File: src/rtl/nocni_pkg.sv
// shared constants and the result record of the network interface dma
// no dependencies
`default_nettype none

package nocni_pkg;

  // receive queue geometry
  localparam int FIFO_DEPTH = 16;
  localparam int PTR_W      = (FIFO_DEPTH > 1) ? $clog2(FIFO_DEPTH) : 1;
  localparam int CNT_W      = $clog2(FIFO_DEPTH + 1);
  localparam int SUM_W      = PTR_W + 1;

  // fixed field widths
  localparam int FLIT_W     = 16;
  localparam int ADDR_W     = 32;
  localparam int FLIT_BYTES = 2;

  // configuration register indexes
  localparam int CFG_IDX_W  = 1;
  localparam logic [CFG_IDX_W-1:0] CFG_RECV_BASE = 1'b0;
  localparam logic [CFG_IDX_W-1:0] CFG_SEND_BASE = 1'b1;

  typedef logic [PTR_W-1:0]  ptr_t;
  typedef logic [CNT_W-1:0]  cnt_t;
  typedef logic [SUM_W-1:0]  sum_t;
  typedef logic [FLIT_W-1:0] flit_t;
  typedef logic [ADDR_W-1:0] addr_t;

  // one result per tick
  typedef struct packed {
    logic       recv_wr_en;
    addr_t      recv_wr_addr;
    flit_t      recv_wr_data;
    addr_t      send_rd_addr;
    logic       out_push;
    flit_t      out_flit;
    logic       intr;
    logic       start_pending;
    logic [2:0] recv_phase;
    logic [1:0] send_phase;
    logic       in_dropped;
  } result_t;

endpackage

`default_nettype wire

File: src/rtl/noc_network_interface_dma.sv
// network-on-chip interface with receive and send packet dma machines
// depends on nocni_pkg
`default_nettype none

// usage
//   each transfer on the in_ channel is one tick of the interface: the
//   flit arriving from the router, the processor ack and start request,
//   router room and the send memory word for the previous send_rd_addr
//   each accepted tick yields exactly one transfer on the out_ channel,
//   carrying the receive memory write, send memory read address, router
//   push, interrupt, start flag, machine phases and the drop flag
//   throughput: one tick per clock cycle while in_stall stays low; the receive queue
//   lives in a synchronous memory whose head word is prefetched ahead
//   (with a bypass when the write lands on the new head), so the
//   read-modify-write loop closes without a wait state
//   a result is held in the output register, or in the skid register
//   when the output register is full and not taken; in_stall
//   rises only when both are full, so a stalled receiver costs nothing
//   until two results are waiting
//   cfg_ writes set the receive and send base addresses; write them only
//   while nothing is in flight; a new base applies from the next packet
//   reset (rst_n low, synchronous) empties the queue, returns both
//   machines to ready, clears intr and start and both bases
module noc_network_interface_dma
  import nocni_pkg::*;
(
  input  wire                  clk,
  input  wire                  rst_n,
  // configuration port
  input  wire                  cfg_wr_en,
  input  wire  [CFG_IDX_W-1:0] cfg_index,
  input  wire  [ADDR_W-1:0]    cfg_data,
  // input channel, one tick per transfer
  input  wire                  in_valid,
  output logic                 in_stall,
  input  wire                  in_in_valid,
  input  wire  [FLIT_W-1:0]    in_in_flit,
  input  wire                  in_ack,
  input  wire                  in_start_set,
  input  wire                  in_out_room,
  input  wire  [FLIT_W-1:0]    in_send_rd_data,
  // result channel
  output logic                 out_valid,
  input  wire                  out_stall,
  output logic                 out_recv_wr_en,
  output logic [ADDR_W-1:0]    out_recv_wr_addr,
  output logic [FLIT_W-1:0]    out_recv_wr_data,
  output logic [ADDR_W-1:0]    out_send_rd_addr,
  output logic                 out_out_push,
  output logic [FLIT_W-1:0]    out_out_flit,
  output logic                 out_intr,
  output logic                 out_start_pending,
  output logic [2:0]           out_recv_phase,
  output logic [1:0]           out_send_phase,
  output logic                 out_in_dropped
);

  typedef enum logic [2:0] {
    RX_READY  = 3'd0,
    RX_LENGTH = 3'd1,
    RX_DATA   = 3'd2,
    RX_INTR   = 3'd3,
    RX_FLUSH  = 3'd4
  } rx_state_t;

  typedef enum logic [1:0] {
    TX_READY  = 2'd0,
    TX_LENGTH = 2'd1,
    TX_DATA   = 2'd2
  } tx_state_t;

  // configuration
  addr_t     recv_base_r, send_base_r;

  // machine state
  rx_state_t recv_fsm_r, recv_fsm_nxt;
  tx_state_t send_fsm_r, send_fsm_nxt;
  flit_t     recv_rem_r, recv_rem_nxt;
  flit_t     send_rem_r, send_rem_nxt;
  addr_t     recv_addr_r, recv_addr_nxt;
  addr_t     send_addr_r, send_addr_nxt;
  logic      intr_r, intr_nxt;
  logic      start_r, start_nxt;

  // receive queue
  flit_t     fifo_mem [FIFO_DEPTH];
  flit_t     head_flit_r;          // prefetched word at head_r
  ptr_t      head_r, head_nxt;
  cnt_t      count_r, count_nxt;
  cnt_t      count_pop;
  sum_t      wr_sum;
  ptr_t      fifo_waddr;
  logic      fifo_we;
  logic      pop;

  // result buffering
  result_t   res;
  result_t   out_res_r, skid_res_r;
  logic      out_vld_r, skid_vld_r;
  logic      in_acc, out_take, out_free;

  assign in_stall = skid_vld_r;
  assign in_acc   = in_valid && !skid_vld_r;
  assign out_take = out_vld_r && !out_stall;
  assign out_free = !out_vld_r || out_take;

  // ---------------------------------------------------------------
  // one tick of both machines
  // ---------------------------------------------------------------
  always_comb begin
    res           = '0;
    recv_fsm_nxt  = recv_fsm_r;
    send_fsm_nxt  = send_fsm_r;
    recv_rem_nxt  = recv_rem_r;
    send_rem_nxt  = send_rem_r;
    recv_addr_nxt = recv_addr_r;
    send_addr_nxt = send_addr_r;
    intr_nxt      = intr_r;
    start_nxt     = start_r;
    head_nxt      = head_r;
    count_nxt     = count_r;
    pop           = 1'b0;
    fifo_we       = 1'b0;
    count_pop     = count_r;
    wr_sum        = '0;
    fifo_waddr    = '0;

    if (in_acc) begin
      if (in_start_set) begin
        start_nxt = 1'b1;
      end

      // receive machine: header, length, payload, then interrupt handshake
      unique case (recv_fsm_r)
        RX_READY: begin
          if (count_r != '0) begin
            pop              = 1'b1;
            res.recv_wr_en   = 1'b1;
            res.recv_wr_addr = recv_base_r;
            res.recv_wr_data = head_flit_r;
            recv_addr_nxt    = recv_base_r + addr_t'(FLIT_BYTES);
            recv_fsm_nxt     = RX_LENGTH;
          end
        end
        RX_LENGTH: begin
          if (count_r != '0) begin
            pop              = 1'b1;
            res.recv_wr_en   = 1'b1;
            res.recv_wr_addr = recv_addr_r;
            res.recv_wr_data = head_flit_r;
            recv_addr_nxt    = recv_addr_r + addr_t'(FLIT_BYTES);
            recv_rem_nxt     = head_flit_r;
            recv_fsm_nxt     = RX_DATA;
          end
        end
        RX_DATA: begin
          if (recv_rem_r == '0) begin
            intr_nxt     = 1'b1;
            recv_fsm_nxt = RX_INTR;
          end else if (count_r != '0) begin
            pop              = 1'b1;
            res.recv_wr_en   = 1'b1;
            res.recv_wr_addr = recv_addr_r;
            res.recv_wr_data = head_flit_r;
            recv_addr_nxt    = recv_addr_r + addr_t'(FLIT_BYTES);
            recv_rem_nxt     = recv_rem_r - flit_t'(1);
          end
        end
        RX_INTR: begin
          if (in_ack) begin
            intr_nxt     = 1'b0;
            recv_fsm_nxt = RX_FLUSH;
          end
        end
        RX_FLUSH: begin
          if (!in_ack) begin
            recv_fsm_nxt = RX_READY;
          end
        end
        default: recv_fsm_nxt = RX_READY;
      endcase

      // send machine: streams words read one tick earlier
      unique case (send_fsm_r)
        TX_READY: begin
          if (start_nxt && in_out_room) begin
            res.out_push  = 1'b1;
            res.out_flit  = in_send_rd_data;
            send_addr_nxt = send_base_r + addr_t'(FLIT_BYTES);
            send_fsm_nxt  = TX_LENGTH;
          end
        end
        TX_LENGTH: begin
          if (in_out_room) begin
            res.out_push  = 1'b1;
            res.out_flit  = in_send_rd_data;
            send_addr_nxt = send_addr_r + addr_t'(FLIT_BYTES);
            send_rem_nxt  = in_send_rd_data;
            send_fsm_nxt  = TX_DATA;
          end
        end
        TX_DATA: begin
          if (send_rem_r == '0) begin
            send_fsm_nxt = TX_READY;
            start_nxt    = 1'b0;   // clear wins over a same-tick request
          end else if (in_out_room) begin
            res.out_push  = 1'b1;
            res.out_flit  = in_send_rd_data;
            send_addr_nxt = send_addr_r + addr_t'(FLIT_BYTES);
            send_rem_nxt  = send_rem_r - flit_t'(1);
          end
        end
        default: send_fsm_nxt = TX_READY;
      endcase

      res.send_rd_addr = (send_fsm_nxt == TX_READY) ? send_base_r : send_addr_nxt;

      // queue pop, then the arriving flit goes in behind it
      if (pop) begin
        head_nxt  = (head_r == ptr_t'(FIFO_DEPTH - 1)) ? '0 : head_r + ptr_t'(1);
        count_pop = count_r - cnt_t'(1);
      end
      count_nxt = count_pop;
      wr_sum    = sum_t'(head_nxt) + sum_t'(count_pop);
      fifo_waddr = (wr_sum >= sum_t'(FIFO_DEPTH)) ? ptr_t'(wr_sum - sum_t'(FIFO_DEPTH))
                                                  : ptr_t'(wr_sum);
      if (in_in_valid) begin
        if (count_pop == cnt_t'(FIFO_DEPTH)) begin
          res.in_dropped = 1'b1;
        end else begin
          fifo_we   = 1'b1;
          count_nxt = count_pop + cnt_t'(1);
        end
      end

      res.intr          = intr_nxt;
      res.start_pending = start_nxt;
      res.recv_phase    = recv_fsm_nxt;
      res.send_phase    = send_fsm_nxt;
    end
  end

  // ---------------------------------------------------------------
  // receive queue memory: write at tail, prefetch the next head word
  // bypass covers a write that lands on the entry being prefetched
  // ---------------------------------------------------------------
  always_ff @(posedge clk) begin
    if (fifo_we) begin
      fifo_mem[fifo_waddr] <= in_in_flit;
    end
    if (fifo_we && (fifo_waddr == head_nxt)) begin
      head_flit_r <= in_in_flit;
    end else begin
      head_flit_r <= fifo_mem[head_nxt];
    end
  end

  // ---------------------------------------------------------------
  // control state and configuration
  // ---------------------------------------------------------------
  always_ff @(posedge clk) begin
    if (!rst_n) begin
      recv_base_r <= '0;
      send_base_r <= '0;
      recv_fsm_r  <= RX_READY;
      send_fsm_r  <= TX_READY;
      recv_rem_r  <= '0;
      send_rem_r  <= '0;
      recv_addr_r <= '0;
      send_addr_r <= '0;
      intr_r      <= 1'b0;
      start_r     <= 1'b0;
      head_r      <= '0;
      count_r     <= '0;
    end else begin
      if (cfg_wr_en) begin
        unique case (cfg_index)
          CFG_RECV_BASE: recv_base_r <= cfg_data;
          CFG_SEND_BASE: send_base_r <= cfg_data;
          default: ;
        endcase
      end
      recv_fsm_r  <= recv_fsm_nxt;
      send_fsm_r  <= send_fsm_nxt;
      recv_rem_r  <= recv_rem_nxt;
      send_rem_r  <= send_rem_nxt;
      recv_addr_r <= recv_addr_nxt;
      send_addr_r <= send_addr_nxt;
      intr_r      <= intr_nxt;
      start_r     <= start_nxt;
      head_r      <= head_nxt;
      count_r     <= count_nxt;
    end
  end

  // ---------------------------------------------------------------
  // output register and skid register
  // ---------------------------------------------------------------
  always_ff @(posedge clk) begin
    if (!rst_n) begin
      out_vld_r  <= 1'b0;
      skid_vld_r <= 1'b0;
    end else if (out_free) begin
      out_vld_r  <= skid_vld_r || in_acc;
      skid_vld_r <= 1'b0;
    end else if (in_acc) begin
      skid_vld_r <= 1'b1;
    end
  end

  always_ff @(posedge clk) begin
    if (out_free) begin
      out_res_r <= skid_vld_r ? skid_res_r : res;
    end else if (in_acc) begin
      skid_res_r <= res;
    end
  end

  assign out_valid         = out_vld_r;
  assign out_recv_wr_en    = out_res_r.recv_wr_en;
  assign out_recv_wr_addr  = out_res_r.recv_wr_addr;
  assign out_recv_wr_data  = out_res_r.recv_wr_data;
  assign out_send_rd_addr  = out_res_r.send_rd_addr;
  assign out_out_push      = out_res_r.out_push;
  assign out_out_flit      = out_res_r.out_flit;
  assign out_intr          = out_res_r.intr;
  assign out_start_pending = out_res_r.start_pending;
  assign out_recv_phase    = out_res_r.recv_phase;
  assign out_send_phase    = out_res_r.send_phase;
  assign out_in_dropped    = out_res_r.in_dropped;

  // ---------------------------------------------------------------
  // assertions
  // ---------------------------------------------------------------
  a_skid_behind_out: assert property (@(posedge clk) disable iff (!rst_n)
    skid_vld_r |-> out_vld_r)
    else $error("skid register holds a result while output register is empty");

  a_count_bound: assert property (@(posedge clk) disable iff (!rst_n)
    count_r <= cnt_t'(FIFO_DEPTH))
    else $error("receive queue fill count beyond depth");

  a_intr_phase: assert property (@(posedge clk) disable iff (!rst_n)
    intr_r |-> (recv_fsm_r == RX_INTR))
    else $error("interrupt raised outside interrupt wait");

  a_send_needs_start: assert property (@(posedge clk) disable iff (!rst_n)
    (send_fsm_r != TX_READY) |-> start_r)
    else $error("send machine busy without start flag");

endmodule

`default_nettype wire

File: config.mk
export PLATFORM = sky130hd
export DESIGN_NAME = noc_network_interface_dma
export DESIGN_NICKNAME = d
export VERILOG_FILES = /design/src/rtl/nocni_pkg.sv /design/src/rtl/noc_network_interface_dma.sv
export SDC_FILE = /design/constraint.sdc
export NUM_CORES = 1
export LEC_CHECK = 0
export ABC_AREA = 1
export BUFFER_PORTS_ARGS = -buffer_cell sky130_fd_sc_hd__clkbuf_2
export CAP_MARGIN = 20
export CELL_PAD_IN_SITES_DETAIL_PLACEMENT = 0
export CELL_PAD_IN_SITES_GLOBAL_PLACEMENT = 1
export CORE_MARGIN = 8
export CORE_UTILIZATION = 35
export DETAILED_ROUTE_END_ITERATION = 10
export PLACE_DENSITY = 0.64
export REMOVE_ABC_BUFFERS = 1
export SYNTH_ARGS = -nofsm -noshare
export SYNTH_HDL_FRONTEND = slang
export SYNTH_SLANG_ARGS = --single-unit
File: constraint.sdc
create_clock -name clk -period 26.5 [get_ports clk]
set_input_delay 2.65 -clock clk [delete_from_list [all_inputs] [get_ports clk]]
set_output_delay 2.65 -clock clk [all_outputs]
set_load 0.05 [all_outputs]
==> reports/metrics.yaml, run 1 <==
grt:
  antenna_found_initial: 2
  grt.overflow.total: 0
  grt_pass1_vias: 22980
  grt_max_degree: 121
  grt_pass1_wl_um: 143200
  grt_usage_pct: 18.86
detailed_routing:
  drtAntennaViolNets: 0
  vias_per_cell: 4.994
  vias: 23840
  remaining_drc_errors: 0
  routedWlPerCell_um: 19.71
  drt_iter0_drc: 1659
  wl_um: 94060
  first_pass_iters: 7
synth:
  synth.distinct_cells: 45
  synthTopCellsByArea: "edfxtp_1 (46%), dfxtp_1 (12%), nand2_1 (9.4%), o21ai_0 (5.5%), inv_1 (4.9%)"
  ys_warn_count: 0
  synthCells: 3427
  yosys_register_bits: 650
  yosysTopAreaCellShare_pct: 46.26
  ys_seq_area_share_pct: 58.26
  syn_area_per_cell_sq_um: 8.864
  synth_top_area_cell: "edfxtp_1"
  syn-cell-area_sq_um: 30380
final_layout:
  drive_gt1_share_pct: 11.17
  synthToLayoutAreaGrowth_pct: 15.54
  antenna_cells: 0
  final_cell_mix: "nand2_1 (755), edfxtp_1 (468), inv_1 (393)"
  mostFrequentLayoutCell: "nand2_1"
  fin_nets: 3645
timing:
  setup_violations: 0
  whs_ns: 0.4482
  tightestPinTransition_ns: 0.9696
  fmax_mhz: 190.3
  slew_headroom_pct: 34.96
  finalCriticalPeriod_ns: 5.256
  worst_slack_ns: 21.24
  slew_violations: 0
  min_period_over_period_pct: 19.83
  final_hold_viol_count: 0
  setup_tns_ns: 0
  rsz0062_at_grt: "no"
  skew_ns: 0.05344
clock_tree:
  clock_path_buffers: 3
  cts_tree: "yes"
  clk_pin_slew_ns: 0.06
  cts_setup_buffers: 0
  clockRootBuffer: "clkbuf_16"
  cts_sinks: 650
  cts-buffers-inserted: 75
  h-tree-depth: 3
  postCtsResizedCells: 0
  cts_hold_buf: 0
  worstSkewPairLatency_ns: 0.66
critical_path:
  worstPathArrival_ns: 5.50
  cp.required_ns: 26.75
  crit_type: "input pin to register"
  worstSetupStartpointType: "input pin"
  end_kind: "register"
  path_max_fanout: 120
power_and_ir_drop:
  p_leak_nw: 14.38
  p_per_area_nw_per_um2: 97.44
  peakVddDrop_uv: 57.92
  total_power_w: 0.003420
floorplanning:
  fp.dieH_um: 310.6
  placement_rows: 108
  die_x_um: 310.6
  dieArea_sq_um: 96470
  core-area_sq_um: 86350
  start_util_pct: 35.18
  io_pins: 182
place:
  routabilityCongestion: 0.9143
  place.port_buffers: 181
  dp_slack_ns: 20.53
  dpl.hpwl_um: 61980
status:
  status: "complete, no violations"
worst_hold_path:
  holdCritPathClass: "register to register"
run:
  max-cap-violations: 0
state kept, by name, indices dropped and copies added, names as in the netlist, 32 cells and up, named ones only:
| signal | count |
|---|---|
| recv_base_r | 32 |
| skid_res_r | 106 |
| send_addr_r | 32 |
| fifo_mem | 256 |
| recv_addr_r | 32 |
| out_recv_wr_addr | 32 |
| out_send_rd_addr | 32 |
| send_base_r | 32 |
metrics by stage:
step | util (%) | instance area, sq um | instances
detailed placement | 37.51 | 32390 | 4635
global route | 40.65 | 35100 | 4773
CTS | 40.65 | 35100 | 4773
global placement | 37.51 | 32390 | 4635
finish | 40.65 | 35100 | 4773
floorplan | - | 29660 | 3258
metal layers:
layer  GRT usage [%]  up-vias  part of all wire (%)
met5               0        -                 0.014
met4           5.598        2                   2.8
li1                -    11800                     -
met2           30.86      599                    46
met3           3.041      141                   5.3
met1           25.65    11300                    46
synth_stat cells (all sizes together):
master and number:
nand4 47, o21a 5, inv 407, nor3b 1, mux2i 2, clkbuf 122
nor3 36, a21oi 190, fa 1, edfxtp 468, xnor2 14, nand3 194
o211ai 42, nand2 769, a21o 1, buf 47, a31oi 18, o221ai 37
ha 13, nor4 2, a211oi 3, o32ai 1, o22ai 38, nor2 376
o21ai 366, or2 9, clkinv 5, dfxtp 182, nand3b 6, xor2 24
nand2b 1
worst paths after layout:
check	start	to	slack, ns	depth (start not counted)
max	in_valid	skid_res_r[86]	21.24	8
min	recv_addr_r[0]	recv_addr_r[0]	0.45	2
max reg2reg	recv_rem_r[0]	fifo_mem[14][14]	21.98	21
min reg2reg	recv_addr_r[0]	recv_addr_r[0]	0.45	2
logic make-up (layout without fill, tap and decap cells):
kind of cell	Yosys count	after routing	share of synthesized area (%)
AO/OA/AOI/OAI	701	701	12.84
buffers and inverters	581	772	7.439
AND/OR/NAND/NOR	1441	1441	19.70
multiplexers	2	2	0.06591
flip-flops	650	650	58.26
adder cells (fa/ha/maj)	14	14	0.6014
XOR/XNOR	38	38	1.096
worst max-delay path, cell delays in order:
cell	delay, ns
clkbuf_2	0.08
inv_1	0.08
nor2_4	0.11
buf_12	0.36
inv_2	0.11
nor2_4	0.64
buf_4	0.53
buf_4	0.67
report_power, final:
group	total [W]	internal [W]	switching, W
Clock	0.00112	0.000680	0.000442
Combinational	0.000980	0.000247	0.000733
Sequential	0.00132	0.00125	0.0000677
Total	0.00342	0.00218	0.00124
layout make-up:
cell class              instances  area (sq um)
clock buffers                  92          1951
clock inverters                46         758.2
fillers                      8742         51250
inverters                     412          1546
multi-input cells            2196         10450
flip-flops and latches        650         17700
well taps                    1155          1445
repair buffers                222          1241
No activity file was read; power rests on OpenSTA's default activity.
==> run 2: changes to the inputs <==
Settings changed: ABC_AREA 1 to 0, PLACE_DENSITY 0.64 to 0.62.
Clock period 26.5 ns to 5.4 ns, I/O delays scaled along.
==> reports/metrics.yaml, run 2 <==
grt:
  grt_usage_pct: 17.88  # was 18.86%
  antenna_found_initial: 3  # was 2
  use_met3_pct: 2.995  # was 3.041%
  grt_max_degree: 75  # was 121
  grt-busiest-layer: "met2"  # unchanged
  grt.overflow.total: 0  # unchanged
  grt_pass1_wl_um: 130300  # was 143200 um
  grt_pass1_vias: 20580  # was 22980
  met2_usage_pct: 29.55  # was 30.86%
  grtUsageMet1_pct: 24.42  # was 25.65%
critical_path:
  critPathTopFamily: "simple AND/OR/NAND/NOR gates"  # was buffers and inverters
  crit_top_cell: "inv_1"
  end_kind: "register"  # unchanged
  path_max_fanout: 9  # was 120
  cp_slowest_cell: "fa_1"  # was buf_4
  crit_start: "recv_rem_r[0]"  # was in_valid
  worstSetupStartpointType: "register"  # was input pin
  worstPathArrival_ns: 5.18  # was 5.50 ns
  r2r-start: "recv_rem_r[0]"  # unchanged
  cp.required_ns: 5.71  # was 26.75 ns
  crit_chain: "inv_1 -> ha_1 -> nor3b_1 -> and4_1 -> a21oi_1 -> xnor2_1 -> ha_1 -> inv_1 -> fa_1 -> inv_1 -> nor3_1 -> nand2_1 -> nor3_2 -> buf_6"  # was clkbuf_2 -> inv_1 -> nor2_4 -> buf_12 -> inv_2 -> nor2_4 -> buf_4 -> buf_4
  critPathMaxStageDelay_ns: 0.75  # was 0.67 ns
  path_buf_inv: 4  # was 6
  crit_type: "register to register"  # was input pin to register
synth:
  synth_top_family_by_area: "compound AO/OA/AOI/OAI gates"  # was simple AND/OR/NAND/NOR gates
  yosys-top-cells-count: "edfxtp_1 (468), nand2_1 (329), a21oi_1 (200)"  # was nand2_1 (757), edfxtp_1 (468), inv_1 (394)
  synth_xor_area_share_pct: 1.703  # was 1.096%
  ys_warn_count: 0  # unchanged
  synthArstFlopShare_pct: 0  # unchanged
  syn-cell-area_sq_um: 29160  # was 30380 sq um
  synth_edf_count: 468  # unchanged
  synth_top_area_cell: "edfxtp_1"  # unchanged
  yosys.area_share.simple_pct: 13.21  # was 19.70%
  synthAdderAreaFrac_pct: 0.6264  # was 0.6014%
  ys_seq_area_share_pct: 60.68  # was 58.26%
  yosysTopAreaCellShare_pct: 48.19  # was 46.26%
  synthCells: 2480  # was 3427
  synth_compound_area_share_pct: 13.87  # was 12.84%
  synth_mux_area_share_pct: 7.349  # was 0.06590%
  synthTopCellsByArea: "edfxtp_1 (48%), dfxtp_1 (12%), mux4_2 (6.2%), nand2_1 (4.2%), a21oi_1 (3.4%)"  # was edfxtp_1 (46%), dfxtp_1 (12%), nand2_1 (9.4%), o21ai_0 (5.5%), inv_1 (4.9%)
  ys.flop_type: "edfxtp_1"  # unchanged
  yosysMostFrequentCell: "edfxtp_1"  # was nand2_1
  yosys_register_bits: 650  # unchanged
  synth.distinct_cells: 82  # was 45
  syn_area_per_cell_sq_um: 11.76  # was 8.864 sq um
floorplanning:
  die_x_um: 304.7  # was 310.6 um
  io_pins: 182  # unchanged
  placement_rows: 106  # was 108
  fp.dieH_um: 304.7  # was 310.6 um
  core-area_sq_um: 83020  # was 86350 sq um
  start_util_pct: 35.13  # was 35.18%
  dieArea_sq_um: 92820  # was 96470 sq um
timing:
  tightestPinTransition_ns: 1.041  # was 0.9696 ns
  setup_tns_ns: 0  # unchanged
  skew_ns: 0.02860  # was 0.05344 ns
  final_hold_viol_count: 0  # unchanged
  fmax_mhz: 205.4
  finalCriticalPeriod_ns: 4.869
  rsz0062_at_grt: "no"  # unchanged
  setup_violations: 0  # unchanged
  min_period_over_period_pct: 90.17
  slew_headroom_pct: 30.37  # was 34.96%
  slew_violations: 0  # unchanged
  worst_slack_ns: 0.5311  # was 21.24 ns
detailed_routing:
  first_pass_iters: 5  # was 7
  vias_per_cell: 5.533  # was 4.994
  drt_iter0_drc: 1897  # was 1659
  drtAntennaViolNets: 0  # unchanged
  wl_um: 85570  # was 94060 um
  routedWlPerCell_um: 22.65  # was 19.71 um
  remaining_drc_errors: 0  # unchanged
  vias: 20900  # was 23840
power_and_ir_drop:
  p_per_area_nw_per_um2: 474.7  # was 97.44 nW/um^2
  p_leak_nw: 12.23  # was 14.38 nW
  peakVddDrop_uv: 306.6  # was 57.92 uV
final_layout:
  mostFrequentLayoutCell: "edfxtp_1"  # was nand2_1
  top_register: "fifo_mem"  # unchanged
  multi_input_area_sq_um: 10850  # was 10450 sq um
  design_area_sq_um: 33980  # was 35100 sq um
  seqCellArea_sq_um: 17710  # was 17700 sq um
  fillerInstances: 7896  # was 8742
  final_cell_mix: "edfxtp_1 (468), nand2_1 (328), a21oi_1 (200)"  # was nand2_1 (755), edfxtp_1 (468), inv_1 (393)
  antenna_cells: 0  # unchanged
  synthToLayoutAreaGrowth_pct: 16.50  # was 15.54%
  fin_nets: 2726  # was 3645
  largest_registers: "fifo_mem: 256 flops, skid_res_r: 106 flops"  # unchanged
  largest_register_ffs: 256  # unchanged
  drive_gt1_share_pct: 18.06  # was 11.17%
clock_tree:
  cts_sinks: 650  # unchanged
  clk_pin_slew_ns: 0.06  # about the same
  h-tree-depth: 3  # unchanged
  cts-buffers-inserted: 75  # unchanged
  cts_setup_buffers: 0  # unchanged
  cts_hold_buf: 0  # unchanged
  postCtsResizedCells: 0  # unchanged
  cts_tree: "yes"  # unchanged
  clock_path_buffers: 3  # unchanged
  worstSkewPairLatency_ns: 0.62  # was 0.66 ns
  clockRootBuffer: "clkbuf_16"  # unchanged
place:
  placed_area_sq_um: 31390  # was 32390 sq um
  dp_slack_ns: 0.6047  # was 20.53 ns
  routabilityCongestion: 0.8450  # was 0.9143
  dpl.hpwl_um: 57740  # was 61980 um
  place.port_buffers: 181  # unchanged
status:
  status: "complete, no violations"  # unchanged
run:
  max-cap-violations: 0  # unchanged
worst_hold_path:
  holdCritPathClass: "input pin to register"  # was register to register
  min-delay-start: "cfg_data[0]"  # was recv_addr_r[0]
run 2: tightest hold or removal path, delay by kind of cell:
| kind | cells | cell delay [ns] |
|---|---|---|
| buffers and inverters | 1 | 0.10 |
| AOI/OAI and AO/OA | 1 | 0.05 |
| and+or+nand+nor | 1 | 0.06 |
run 2: metrics by stage:
| step | total power, W | hold slack, ns | instances | utilization [%] |
|---|---|---|---|---|
| 6_report | 0.01613 | 0.1937 | 3777 | 40.92 |
| 3_3_place_gp | 0.01101 | 0.4439 | 3636 | 37.79 |
| 5_1_grt | 0.01686 | 0.1825 | 3777 | 40.92 |
| 2_1_floorplan | 0.009352 | 0.4360 | 2314 | - |
| 4_1_cts | 0.01628 | 0.1520 | 3773 | 40.79 |
| 3_5_place_dp | 0.01108 | 0.4528 | 3637 | 37.81 |
run 2: cell families after synthesis:
family,after synthesis
AND/OR/NAND/NOR,826
flip-flops,650
AO/OA/AOI/OAI,627
buffers and inverters,195
multiplexers,113
XOR/XNOR,55
adder cells (fa/ha/maj),14
run 2: worst paths after layout:
| kind | to | slack [ns] | cells past startpoint |
|---|---|---|---|
| max | fifo_mem[8][6] | 0.53 | 14 |
| max reg2reg | fifo_mem[8][6] | 0.53 | 14 |
| min reg2reg | recv_addr_r[0] | 0.46 | 2 |
| min | recv_base_r[0] | 0.19 | 3 |
run 2: final cells by class:
type	count	area share, %
Sequential cell	650	52.11
Multi-Input combinational cell	1635	31.92
Clock buffer	93	5.911
Timing Repair Buffer	247	4.371
Tap cell	1080	3.977
Clock inverter	43	1.377
Inverter	29	0.3278
run 2: power breakdown:
part | switching, W | leakage, nW | internal [W]
logic | 0.00300 | 5.02 | 0.00156
clock network | 0.00207 | 1.20 | 0.00308
registers | 0.000409 | 6.00 | 0.00600
run 2: layer usage:
layer | up-vias | part of all wire [%]
met5 | - | 0.032
met4 | 4 | 1.9
met3 | 105 | 5.5
met2 | 598 | 47
met1 | 10510 | 45
li1 | 9685 | -
